File: config.mk
export PLATFORM = sky130hd
export DESIGN_NAME = html_escape_encoder_unit
export DESIGN_NICKNAME = d
export VERILOG_FILES = /design/src/rtl/heu_pkg.sv /design/src/rtl/heu_front.sv /design/src/rtl/heu_queue.sv /design/src/rtl/heu_back.sv /design/src/rtl/html_escape_encoder_unit.sv
export SDC_FILE = /design/constraint.sdc
export NUM_CORES = 1
export LEC_CHECK = 0
export BUFFER_PORTS_ARGS = -buffer_cell sky130_fd_sc_hd__buf_2
export CORE_MARGIN = 1
export CORE_UTILIZATION = 30
export CTS_CLUSTER_DIAMETER = 60
export DETAILED_ROUTE_END_ITERATION = 16
export SLEW_MARGIN = 10
export SYNTH_ARGS = -nofsm -noshare
export SYNTH_HDL_FRONTEND = slang
export SYNTH_SLANG_ARGS = --single-unit
File: constraint.sdc
create_clock -name i_clk -period 5 [get_ports i_clk]
set_input_delay 0.5 -clock i_clk [delete_from_list [all_inputs] [get_ports i_clk]]
set_output_delay 0.5 -clock i_clk [all_outputs]
set_load 0.05 [all_outputs]
File: src/rtl/heu_pkg.sv
// ----------------------------------------------------------------------------
// heu_pkg
// Shared types, constants and entity tables for the html escape encoder.
// ----------------------------------------------------------------------------
package heu_pkg;

    localparam int QDEPTH = 4;
    localparam int QAW    = $clog2(QDEPTH);

    typedef enum logic [2:0] {
        K_PLAIN  = 3'd0,
        K_QUOT   = 3'd1,
        K_DOLLAR = 3'd2,
        K_AMP    = 3'd3,
        K_LT     = 3'd4,
        K_GT     = 3'd5,
        K_PIC    = 3'd6
    } t_kind;

    typedef struct packed {
        t_kind      kind;
        logic [7:0] data;
        logic       last;
    } t_item;

    typedef struct packed {
        logic full;
        logic empty;
    } t_qstat;

    localparam logic [7:0] CH_DQUOTE = 8'h22;
    localparam logic [7:0] CH_DOLLAR = 8'h24;
    localparam logic [7:0] CH_AMP    = 8'h26;
    localparam logic [7:0] CH_LT     = 8'h3C;
    localparam logic [7:0] CH_GT     = 8'h3E;
    localparam logic [7:0] CH_TAB    = 8'h09;
    localparam logic [7:0] CH_LF     = 8'h0A;
    localparam logic [7:0] CH_CR     = 8'h0D;
    localparam logic [7:0] CH_DEL    = 8'h7F;
    localparam logic [7:0] PIC_DEL   = 8'h21;

    localparam logic [63:0] ENT_QUOT   = {"&quot;", 16'h0000};
    localparam logic [63:0] ENT_DOLLAR = {"&#36;", 24'h000000};
    localparam logic [63:0] ENT_AMP    = {"&amp;", 24'h000000};
    localparam logic [63:0] ENT_LT     = {"&lt;", 32'h00000000};
    localparam logic [63:0] ENT_GT     = {"&gt;", 32'h00000000};
    localparam logic [39:0] ENT_PIC    = "&#x24";

    function automatic t_kind classify(input logic [7:0] b);
        t_kind k;
        k = K_PLAIN;
        if ((b <= 8'h1F && b != CH_TAB && b != CH_LF && b != CH_CR) || b == CH_DEL) begin
            k = K_PIC;
        end else begin
            case (b)
                CH_DQUOTE: k = K_QUOT;
                CH_DOLLAR: k = K_DOLLAR;
                CH_AMP:    k = K_AMP;
                CH_LT:     k = K_LT;
                CH_GT:     k = K_GT;
                default:   k = K_PLAIN;
            endcase
        end
        return k;
    endfunction

    function automatic logic [3:0] esc_len(input t_kind k);
        logic [3:0] n;
        case (k)
            K_QUOT:   n = 4'd6;
            K_DOLLAR: n = 4'd5;
            K_AMP:    n = 4'd5;
            K_LT:     n = 4'd4;
            K_GT:     n = 4'd4;
            K_PIC:    n = 4'd8;
            default:  n = 4'd1;
        endcase
        return n;
    endfunction

    function automatic logic [7:0] hex_upper(input logic [3:0] v);
        logic [7:0] c;
        if (v < 4'd10) begin
            c = 8'h30 + {4'h0, v};
        end else begin
            c = 8'h37 + {4'h0, v};
        end
        return c;
    endfunction

    function automatic logic [7:0] esc_char(input t_kind k, input logic [7:0] b,
                                            input logic [2:0] idx);
        logic [63:0] w;
        logic [7:0]  code;
        code = (b == CH_DEL) ? PIC_DEL : b;
        case (k)
            K_QUOT:   w = ENT_QUOT;
            K_DOLLAR: w = ENT_DOLLAR;
            K_AMP:    w = ENT_AMP;
            K_LT:     w = ENT_LT;
            K_GT:     w = ENT_GT;
            K_PIC:    w = {ENT_PIC, hex_upper(code[7:4]), hex_upper(code[3:0]), ";"};
            default:  w = {b, 56'h0};
        endcase
        return w[(3'd7 - idx) * 8 +: 8];
    endfunction

endpackage

File: src/rtl/heu_front.sv
// ----------------------------------------------------------------------------
// heu_front
// Accepts input items and registers them with their escape class.
// ----------------------------------------------------------------------------
module heu_front (
    input  logic              i_clk,
    input  logic              i_rst_n,
    input  logic              push,
    output logic              full,
    input  logic [7:0]        i_in_byte,
    input  logic              i_message_last,
    input  heu_pkg::t_qstat   i_qstat,
    output logic              o_qpush,
    output heu_pkg::t_item    o_item
);

    logic           r_valid;
    heu_pkg::t_item r_item;
    logic           w_take;

    assign full    = r_valid && i_qstat.full;
    assign w_take  = push && !full;
    assign o_qpush = r_valid && !i_qstat.full;
    assign o_item  = r_item;

    always_ff @(posedge i_clk) begin
        if (!i_rst_n) begin
            r_valid <= 1'b0;
        end else if (w_take) begin
            r_valid <= 1'b1;
        end else if (o_qpush) begin
            r_valid <= 1'b0;
        end
    end

    always_ff @(posedge i_clk) begin
        if (w_take) begin
            r_item.kind <= heu_pkg::classify(i_in_byte);
            r_item.data <= i_in_byte;
            r_item.last <= i_message_last;
        end
    end

endmodule

File: src/rtl/heu_queue.sv
// ----------------------------------------------------------------------------
// heu_queue
// Short show-ahead queue between the classifier and the serializer.
// ----------------------------------------------------------------------------
module heu_queue (
    input  logic              i_clk,
    input  logic              i_rst_n,
    input  logic              i_push,
    input  heu_pkg::t_item    i_item,
    input  logic              i_pop,
    output heu_pkg::t_item    o_head,
    output heu_pkg::t_qstat   o_stat
);

    heu_pkg::t_item              r_mem [heu_pkg::QDEPTH];
    logic [heu_pkg::QAW:0]       r_wp;
    logic [heu_pkg::QAW:0]       r_rp;

    assign o_stat.empty = (r_wp == r_rp);
    assign o_stat.full  = (r_wp[heu_pkg::QAW] != r_rp[heu_pkg::QAW])
                       && (r_wp[heu_pkg::QAW-1:0] == r_rp[heu_pkg::QAW-1:0]);
    assign o_head       = r_mem[r_rp[heu_pkg::QAW-1:0]];

    always_ff @(posedge i_clk) begin
        if (!i_rst_n) begin
            r_wp <= '0;
            r_rp <= '0;
        end else begin
            if (i_push) begin
                r_wp <= r_wp + 1'b1;
            end
            if (i_pop) begin
                r_rp <= r_rp + 1'b1;
            end
        end
    end

    always_ff @(posedge i_clk) begin
        if (i_push) begin
            r_mem[r_wp[heu_pkg::QAW-1:0]] <= i_item;
        end
    end

endmodule

File: src/rtl/heu_back.sv
// ----------------------------------------------------------------------------
// heu_back
// Expands the queue head into its run of output bytes, one per cycle while results are popped.
// ----------------------------------------------------------------------------
module heu_back (
    input  logic              i_clk,
    input  logic              i_rst_n,
    input  heu_pkg::t_item    i_head,
    input  heu_pkg::t_qstat   i_qstat,
    output logic              o_qpop,
    output logic              empty,
    input  logic              pop,
    output logic [7:0]        o_out_byte,
    output logic              o_run_last,
    output logic              o_message_end
);

    logic [2:0] r_k;
    logic       r_ov;
    logic [7:0] r_byte;
    logic       r_rl;
    logic       r_me;
    logic       w_adv;
    logic       w_last_k;
    logic [3:0] w_len;

    assign w_len    = heu_pkg::esc_len(i_head.kind);
    assign w_last_k = ({1'b0, r_k} == (w_len - 4'd1));
    assign w_adv    = !i_qstat.empty && (!r_ov || pop);
    assign o_qpop   = w_adv && w_last_k;

    assign empty         = !r_ov;
    assign o_out_byte    = r_byte;
    assign o_run_last    = r_rl;
    assign o_message_end = r_me;

    always_ff @(posedge i_clk) begin
        if (!i_rst_n) begin
            r_ov <= 1'b0;
            r_k  <= '0;
        end else if (w_adv) begin
            r_ov <= 1'b1;
            r_k  <= w_last_k ? 3'd0 : r_k + 3'd1;
        end else if (pop) begin
            r_ov <= 1'b0;
        end
    end

    always_ff @(posedge i_clk) begin
        if (w_adv) begin
            r_byte <= heu_pkg::esc_char(i_head.kind, i_head.data, r_k);
            r_rl   <= w_last_k;
            r_me   <= w_last_k && i_head.last;
        end
    end

endmodule

File: src/rtl/html_escape_encoder_unit.sv
// ----------------------------------------------------------------------------
// html_escape_encoder_unit
// HTML entity escaper: one text byte in, a run of escaped bytes out.
// ----------------------------------------------------------------------------
// A byte that passes unchanged yields a single result byte, so plain text streams
// at one item per cycle while results are popped; an escaped byte yields a run of
// 4 to 8 result bytes, one result per cycle while results are popped, and holds the
// serializer for the whole run, while the front keeps taking items into a four-entry
// queue. A pushed byte passes the classify register, queue and output register in turn.
module html_escape_encoder_unit (
    input  logic        i_clk,
    input  logic        i_rst_n,
    input  logic        push,
    output logic        full,
    input  logic [7:0]  i_in_byte,
    input  logic        i_message_last,
    output logic        empty,
    input  logic        pop,
    output logic [7:0]  o_out_byte,
    output logic        o_run_last,
    output logic        o_message_end
);

    heu_pkg::t_item  w_fitem;
    heu_pkg::t_item  w_head;
    heu_pkg::t_qstat w_qstat;
    logic            w_qpush;
    logic            w_qpop;

    heu_front u_front (
        .i_clk          (i_clk),
        .i_rst_n        (i_rst_n),
        .push           (push),
        .full           (full),
        .i_in_byte      (i_in_byte),
        .i_message_last (i_message_last),
        .i_qstat        (w_qstat),
        .o_qpush        (w_qpush),
        .o_item         (w_fitem)
    );

    heu_queue u_queue (
        .i_clk   (i_clk),
        .i_rst_n (i_rst_n),
        .i_push  (w_qpush),
        .i_item  (w_fitem),
        .i_pop   (w_qpop),
        .o_head  (w_head),
        .o_stat  (w_qstat)
    );

    heu_back u_back (
        .i_clk         (i_clk),
        .i_rst_n       (i_rst_n),
        .i_head        (w_head),
        .i_qstat       (w_qstat),
        .o_qpop        (w_qpop),
        .empty         (empty),
        .pop           (pop),
        .o_out_byte    (o_out_byte),
        .o_run_last    (o_run_last),
        .o_message_end (o_message_end)
    );

endmodule

After elaboration in Yosys (flattened, before gate mapping). Memories as Yosys holds them, arrays and structs flattened. A register that Yosys moved wholly into a read port is not among the register bits. Index checks and enable logic that the tools add are counted.

Register bits after elaboration: 33. Bits in latches: 0. RAM bits: 48. Memory bits (read-only): 0. Input port bits: 13. Output and inout bits: 12. Word-level logic and storage cells: 81. Memories kept: 1.

Memory list: u_queue.r_mem (words 4, width 12, rd ports 1, clocked after Yosys merged registers in 1, wr ports 1, RTL line heu_queue.sv:15) `heu_pkg::t_item r_mem [heu_pkg::QDEPTH];`.

Add/sub/neg operators: 9. Multipliers: 0. Divide/modulo/power cells: 0. $lt $le $gt $ge: 3. Equal/unequal tests: 20. Shift-type cells: 1. Multiplexer cells: 16. Bitwise gates (word level): 0. Reduce and logical (&&, ||, !) cells: 20.

Operators with widths (number): 64-bit case mux with 6 select lines (1); 64-bit 2-to-1 mux (1); 64-bit by 33-bit variable part select with 8-bit output (1); 8-bit by 6-bit == test with 1-bit output, second input constant (5); 6-bit by 4-bit adder with 7-bit output, first input constant (4); 8-bit 2-to-1 mux (3); 8-bit by 4-bit inequality test with 1-bit output, second input constant (3); 8-bit by 7-bit == test with 1-bit output, second input constant (2); 4-bit case mux with 4 select lines (1); 3-bit case mux with 5 select lines (1); 1-bit logical AND (10); 3-bit by 1-bit adder with 3-bit output, second input constant (3); 3-bit == test, second input constant (3); 8-bit by 5-bit <= comparator with 1-bit output, second input constant (1); 4-bit less-than comparator, second input constant (2); 3-bit by 2-bit == test with 1-bit output, second input constant (2); 1-bit 2-to-1 mux (6); 3-bit by 4-bit == test with 1-bit output (1); 1-bit logical NOT (4); 2-bit 2-to-1 mux (2); 2-bit nonzero test (2); 2-bit OR reduction (2); 3-bit by 3-bit subtractor with 4-bit output, first input constant (1); 4-bit by 1-bit subtractor with 4-bit output, second input constant (1); 6 further kinds (7).

Logic depth before layout (Yosys ltp). Gate-level depths: netlist (run 1).

Word-level depth: 8. Depth in mapped cells: 8. Gate-level depth less buffers: 6.

Cells and area by module. A second synthesis (run 1) with hierarchy kept.

Cells, all modules: 309. Area, all modules: 4006.3 µm².

By module, submodules not included: heu_queue (times used 1, cells each 103, area an instance 2139.6 µm²); heu_back (times used 1, cells each 171, area an instance 1341.3 µm²); heu_front (times used 1, cells each 35, area an instance 525.5 µm²).

Worst setup path before layout (run 1). Ideal clock, no wire load.

Path type: register to register. Start: register (tool-made name). End: register u_back.r_byte[4], in the netlist u_back.o_out_byte[4], data pin. Setup time: 273 ps. Arrival: 2034 ps. Required time: 4727 ps. Slack: 2693 ps. Stages on the path, launching flop included: 7. Cell sequence: dfxtp_1 -> buf_6 -> mux4_1 -> and4_1 -> a211oi_1 -> o221a_2 -> a41oi_1.

RTL lines: to (signal assigned) (RTL line heu_back.sv:51) `r_byte <= heu_pkg::esc_char(i_head.kind, i_head.data, r_k);`; to (decl) (RTL line heu_back.sv:20) `logic [7:0] r_byte;`.

==> results by group, run 1 <==
Run status
  – Outcome: completed

STA
  – Minimum clock period: about 3 ns
  – Slew Limit Fails: 0
  – Clk_skew: between 0.009 and 0.01 ns
  – Worst Tran Pin Value: roughly 1.1 ns
  – Crit share post-route: about three fifths
  – # setup viols final: 0
  – Max Fclk: ~330 MHz
  – TNS Setup: 0 ns
  – RSZ-0062 raised after global routing: no
  – Hold violation count in the final report: 0
  – Max-slew headroom: slightly below 30%

Min path
  – Min-Delay Startpoint: i_message_last
  – WHS Path Cells: 1
  – Worst min path class: input pin to register
  – Worst hold path endpoint: u_front.o_item[0]

Final layout
  – Nets: 366
  – Most frequent cells in the layout: edfxtp_1 (70), buf_2 (24), nand2_1 (21)
  – Number of diodes: 0
  – Final Instance Area: between 4000 and 5000 um^2
  – Area growth from synthesis to layout: 13.4%
  – Fraction of layout cells with a size suffix above 1: approximately 16%
  – Commonest non-fill, non-tap cell in the layout: edfxtp_1

Clock network
  – Clock H-tree levels: 3
  – CTS tree: yes
  – Clk_lat worst skew: between 0.3 and 0.4 ns
  – Post-CTS setup buffer count: 0
  – Clock slew at reported path FFs: approximately 0.06 ns
  – CTS Hold Bufs: 0
  – Clock sink count: between 80 and 90
  – CTS root buf: clkbuf_16
  – Max Buffers Root-to-Sink: 2
  – CTS Buf Count: 9
  – CTS resizes: 0

Logic synthesis
  – Async SR Flop Fraction: 0%
  – Dominant synthesized flop cell: edfxtp_1
  – Synth area leaders: edfxtp_1 (50%), dfxtp_1 (6.2%), mux4_2 (4.3%), mux4_1 (2.5%), a21oi_1 (2.2%)
  – Sequential-to-total area share from yosys stat: 56.6%
  – Mapped Cells: 330
  – Post-synth top area share: about half
  – Seq cells post-synth: 83
  – Average cell area after synthesis: roughly 13 um^2
  – Post-Syn Nets: roughly 350
  – Yosys warning count: 0
  – Cell accounting for the most synthesized area: edfxtp_1
  – Synthesized cell area: 4180 um^2
  – Post-synth EDFFs: 70
  – Synth cell types: 63

Floorplan
  – Die W: between 100 and 150 um
  – Starting density of the core: between 30 and 40%
  – Die ar.: around 14,000 um^2
  – Boundary Pins: 25
  – Core footprint: roughly 13,000 um^2
  – Die Ht: between 100 and 150 um
  – Placement row count: 42

Critical path
  – Critical Path Sink Type: register
  – CP Launch Type: register
  – Worst Reg2Reg Path Length in Cells: 5
  – CP Max Fanout: 32
  – WS Path Type: register to register
  – Req. time, crit path: a little over 5 ns
  – R2R setup slack: ~2 ns
  – Critical R2R Capture: u_back.o_message_end
  – Crit path DAT: approximately 3 ns

Power and ir drop
  – Maximum vdd drop: between 150 and 200 uV
  – Power Dens Cells: approximately 370 nW/um^2
  – Leak pwr: 1.59 nW

GRT
  – Largest net degree at the start of global routing: 33
  – Grt ovf: 0
  – Initial antenna violation count: 0
  – Global-route wire length before repair: about 13 mm
  – GRT Total Usage: about an eighth
  – Vias in the first global route: 2,624

Placement
  – DP Wirelength: 5.50 mm
  – Port bufs: 24
  – GPL Wtd Cong: approximately 0.9
  – Dpl cell area: 4430 um^2

Detailed routing
  – Via Count: ~2,700
  – Via/cell ratio: 5.16
  – Detailed Route WL: between 8 and 9 mm
  – Routed len/inst: ~16 um
  – DR DRC count: 0
  – Final ANT Viol Nets: 0
  – DRT Pass-1 Iters: 4
  – Initial DRC Count: around 200

Flow run
  – Max Cap Viol: 0
[critical path: stages (launching register included)]
cell,delay [ns]
dfxtp_1,0.80
mux4_2,0.87
and4_1,0.32
a2bb2oi_1,0.46
nand2_1,0.16
and2_1,0.16
[worst max path at each step]
stage / to / cells after the start
3_5_place_dp: u_back.o_message_end / 5
2_1_floorplan: u_back.o_out_byte[4] / 6
4_1_cts: u_queue.r_rp[1] / 5
6_report: u_back.o_message_end / 5
3_3_place_gp: u_back.o_message_end / 5
5_1_grt: u_back.o_message_end / 5
[state kept, by name, summed over array words and instances, names as in the netlist, named ones only]
signal	count
u_back.o_run_last	1
u_back.r_ov	1
u_back.o_message_end	1
u_queue.r_wp	3
u_queue.r_rp	3
u_front.o_item	12
u_back.r_k	3
u_queue.r_mem	48
u_back.o_out_byte	8
u_front.r_valid	1
[metal layers]
metal	vias to the layer above	global-route usage (%)	routed length (um)
met1	1321	15.3	3840
met4	0	5.47	156
met3	14	2.80	336
met2	59	19.4	3870
met5	-	0	0
li1	1330	-	-
[kinds of logic (layout without fill, tap and decap cells)]
logic type	after synthesis	after routing	share of synthesized area (%)
and+or+nand+nor	107	107	14.7
buffers and inverters	28	50	2.94
DFF	83	83	56.6
muxes	20	20	8.81
AOI/OAI and AO/OA	77	77	13.4
xor gates and xnor gates	9	9	1.89
adders and majority gates	6	6	1.80
[metrics by stage]
step	total power, mW	std cells	hold WS (ns)	utilization (%)	setup WS (ns)
6_report	1.77	528	0.359	35.4	2.00
5_1_grt	1.84	528	0.349	35.4	1.77
4_1_cts	1.80	528	0.346	35.4	1.97
3_5_place_dp	1.11	512	0.481	33.1	2.00
3_3_place_gp	1.11	512	0.472	33.1	2.01
2_1_floorplan	1.05	330	0.459	-	2.69
[final cells by class]
type                       count  area (um^2)
inverter                      10         37.5
clock buffer                   9          225
multi-input combinational    219         1690
timing repair buffer          24          120
clock inverter                 7         80.1
tap                          176          220
fill                        1284         8660
sequential                    83         2360
[synthesized netlist by cell type, drive strengths merged (3+ instances only)]
cell type  instances
nor4b              3
a31oi              6
nand2             21
nand3              6
xnor2              5
edfxtp            70
o211ai             4
o21a               3
mux4              12
mux2i              6
o22ai              3
a211oi             4
nand4              4
clkbuf            10
xor2               4
a21oi             19
buf                8
inv               10
and2               9
nand3b             5
and4               5
nor3b              4
nand2b             5
a31o               3
nor3               4
nor2              20
nor2b              8
o21ai              7
and3               3
dfxtp             13
ha                 6
a21boi             3
a32oi              4
[power breakdown]
group | internal [mW] | switching, mW
Sequential | 0.792 | 0.0317
Clock | 0.395 | 0.277
Combinational | 0.0954 | 0.179
(Power assumes the default switching activity.)
==> run 2, diff against run 1 <==
- clock period: 5 -> 3.1 ns (I/O delays scaled with it)
==> results by group, run 2 (same netlist as run 1, synthesis figures left out) <==
Critical path
  – Critical Path Sink Type: register
  – WS Path Type: register to register
  – Delay-heaviest family, CP: compound AO/OA/AOI/OAI gates
  – CP Max Fanout: 12
  – R2R setup slack: 0.43 ns
  – Req. time, crit path: between 3 and 4 ns
  – Crit path DAT: around 2.7 ns
  – Cells along the critical path: buf_4, mux4_1, and4_1, a211oi_1, o221a_2, a41oi_1
  – Critical-path top delay cell: mux4_1
  – CP Buf/Inv Count: 1
  – CP Launch Type: register
  – CP peak stage delay: approximately 0.75 ns

Run status
  – Outcome: completed

Floorplan
  – Placement row count: 42
  – Die W: approximately 120 um
  – Die Ht: between 100 and 150 um
  – Boundary Pins: 25
  – Die ar.: ~14,000 um^2
  – Starting density of the core: between 30% and 40%
  – Core footprint: 13,400 um^2

STA
  – Max-slew headroom: between 50% and 60%
  – Clk_skew: ~0.0079 ns
  – TNS Setup: 0 ns
  – Worst hold margin: ~0.15 ns
  – Minimum clock period: 2.67 ns
  – Crit share post-route: roughly 86%
  – Slew Limit Fails: 0
  – Hold violation count in the final report: 0
  – # setup viols final: 0
  – Max Fclk: about 370 MHz
  – RSZ-0062 raised after global routing: no
  – Worst Tran Pin Value: between 0.7 and 0.8 ns
  – Setup WS post-layout: 0.430 ns

Flow run
  – Max Cap Viol: 0

Final layout
  – Most frequent cells in the layout: edfxtp_1 (70), buf_2 (24), nand2_1 (21)
  – Area growth from synthesis to layout: 15.1%
  – Fraction of layout cells with a size suffix above 1: 18.6%
  – Non-filler instance count after layout: about 540
  – Commonest non-fill, non-tap cell in the layout: edfxtp_1
  – Final core occ: 35.9%
  – Final Instance Area: just under 5000 um^2
  – Number of diodes: 0
  – Largest register FFs: 48
  – Nets: approximately 380

Clock network
  – CTS root buf: clkbuf_16
  – CTS tree: yes
  – CTS resizes: 0
  – CTS Hold Bufs: 0
  – CTS Buf Count: 9
  – Clk_lat worst skew: ~0.34 ns
  – Max Buffers Root-to-Sink: 2
  – Post-CTS setup buffer count: 0
  – Clock slew at reported path FFs: approximately 0.07 ns
  – Clock sink count: 83
  – Clock H-tree levels: 3

Power and ir drop
  – P_int: around 2.1 mW
  – Comb pwr share: between 10% and 20%
  – Leak pwr: ~1.6 nW
  – Post-route total power: a little under 3 mW
  – Clk pwr share: 37.9%
  – Power Dens Cells: 601 nW/um^2
  – Switching share of power: 27.9%
  – Switching pwr: 806 uW
  – Maximum vdd drop: roughly 250 uV
  – Register share of total power: a little under half

GRT
  – Initial antenna violation count: 0
  – GRT Total Usage: approximately an eighth
  – Grt ovf: 0
  – Largest net degree at the start of global routing: 26
  – Global-route wire length before repair: 13.6 mm
  – Vias in the first global route: between 2,000 and 3,000

Detailed routing
  – Via Count: approximately 2,800
  – Initial DRC Count: between 200 and 250
  – Via/cell ratio: 5.21
  – Routed len/inst: around 16 um
  – Final ANT Viol Nets: 0
  – Detailed Route WL: 8.46 mm
  – DR DRC count: 0
  – DRT Pass-1 Iters: 4

Placement
  – Post-Place Worst Slack: 0.438 ns
  – Cells after DPL: around 520
  – GPL Wtd Cong: 0.879
  – Dpl cell area: around 4500 um^2
  – DP Wirelength: ~5.8 mm
  – Port bufs: 24

Min path
  – Worst min path class: input pin to register
run 2: final timing paths:
path / start / to / depth (start not counted)
setup reg to reg: register / u_back.o_out_byte[4] / 6
hold reg to reg: u_front.o_item[3] / u_queue.r_mem[3][3] / 0
hold / removal: i_message_last / u_front.o_item[0] / 1
setup / recovery: register / u_back.o_out_byte[4] / 6
run 2: power groups by stage:
stage | registers (mW) | logic, mW | clock network, mW
2_1_floorplan | 1.39 | 0.301 | 0
3_3_place_gp | 1.33 | 0.476 | 0
3_5_place_dp | 1.34 | 0.477 | 0
4_1_cts | 1.31 | 0.479 | 1.12
5_1_grt | 1.32 | 0.521 | 1.17
6_report | 1.31 | 0.481 | 1.10
run 2: worst register-to-register path, cell delays in order, from the launching register on:
cell and delay, ns:
dfxtp_1 0.31, buf_4 0.24, mux4_1 0.75, and4_1 0.32, a211oi_1 0.43, o221a_2 0.31
a41oi_1 0.05
run 2: layout make-up:
type	instances	area (um^2)
clock inverter	7	81.3
timing repair buffer	33	188
tap	176	220
sequential	83	2360
fill	1256	8590
inverter	10	37.5
multi-input combinational	219	1690
clock buffer	9	225
run 2: routing by layer:
metal  GRT usage, %  share of wire [%]  wire (um)  vias to the layer above
li1               -                  -          -                     1338
met1           16.1                 47       3950                     1371
met2           19.6                 48       4030                       77
met3           2.85                4.3        367                       11
met4           3.83                1.3        109                        0
met5              0                  0          0                        -
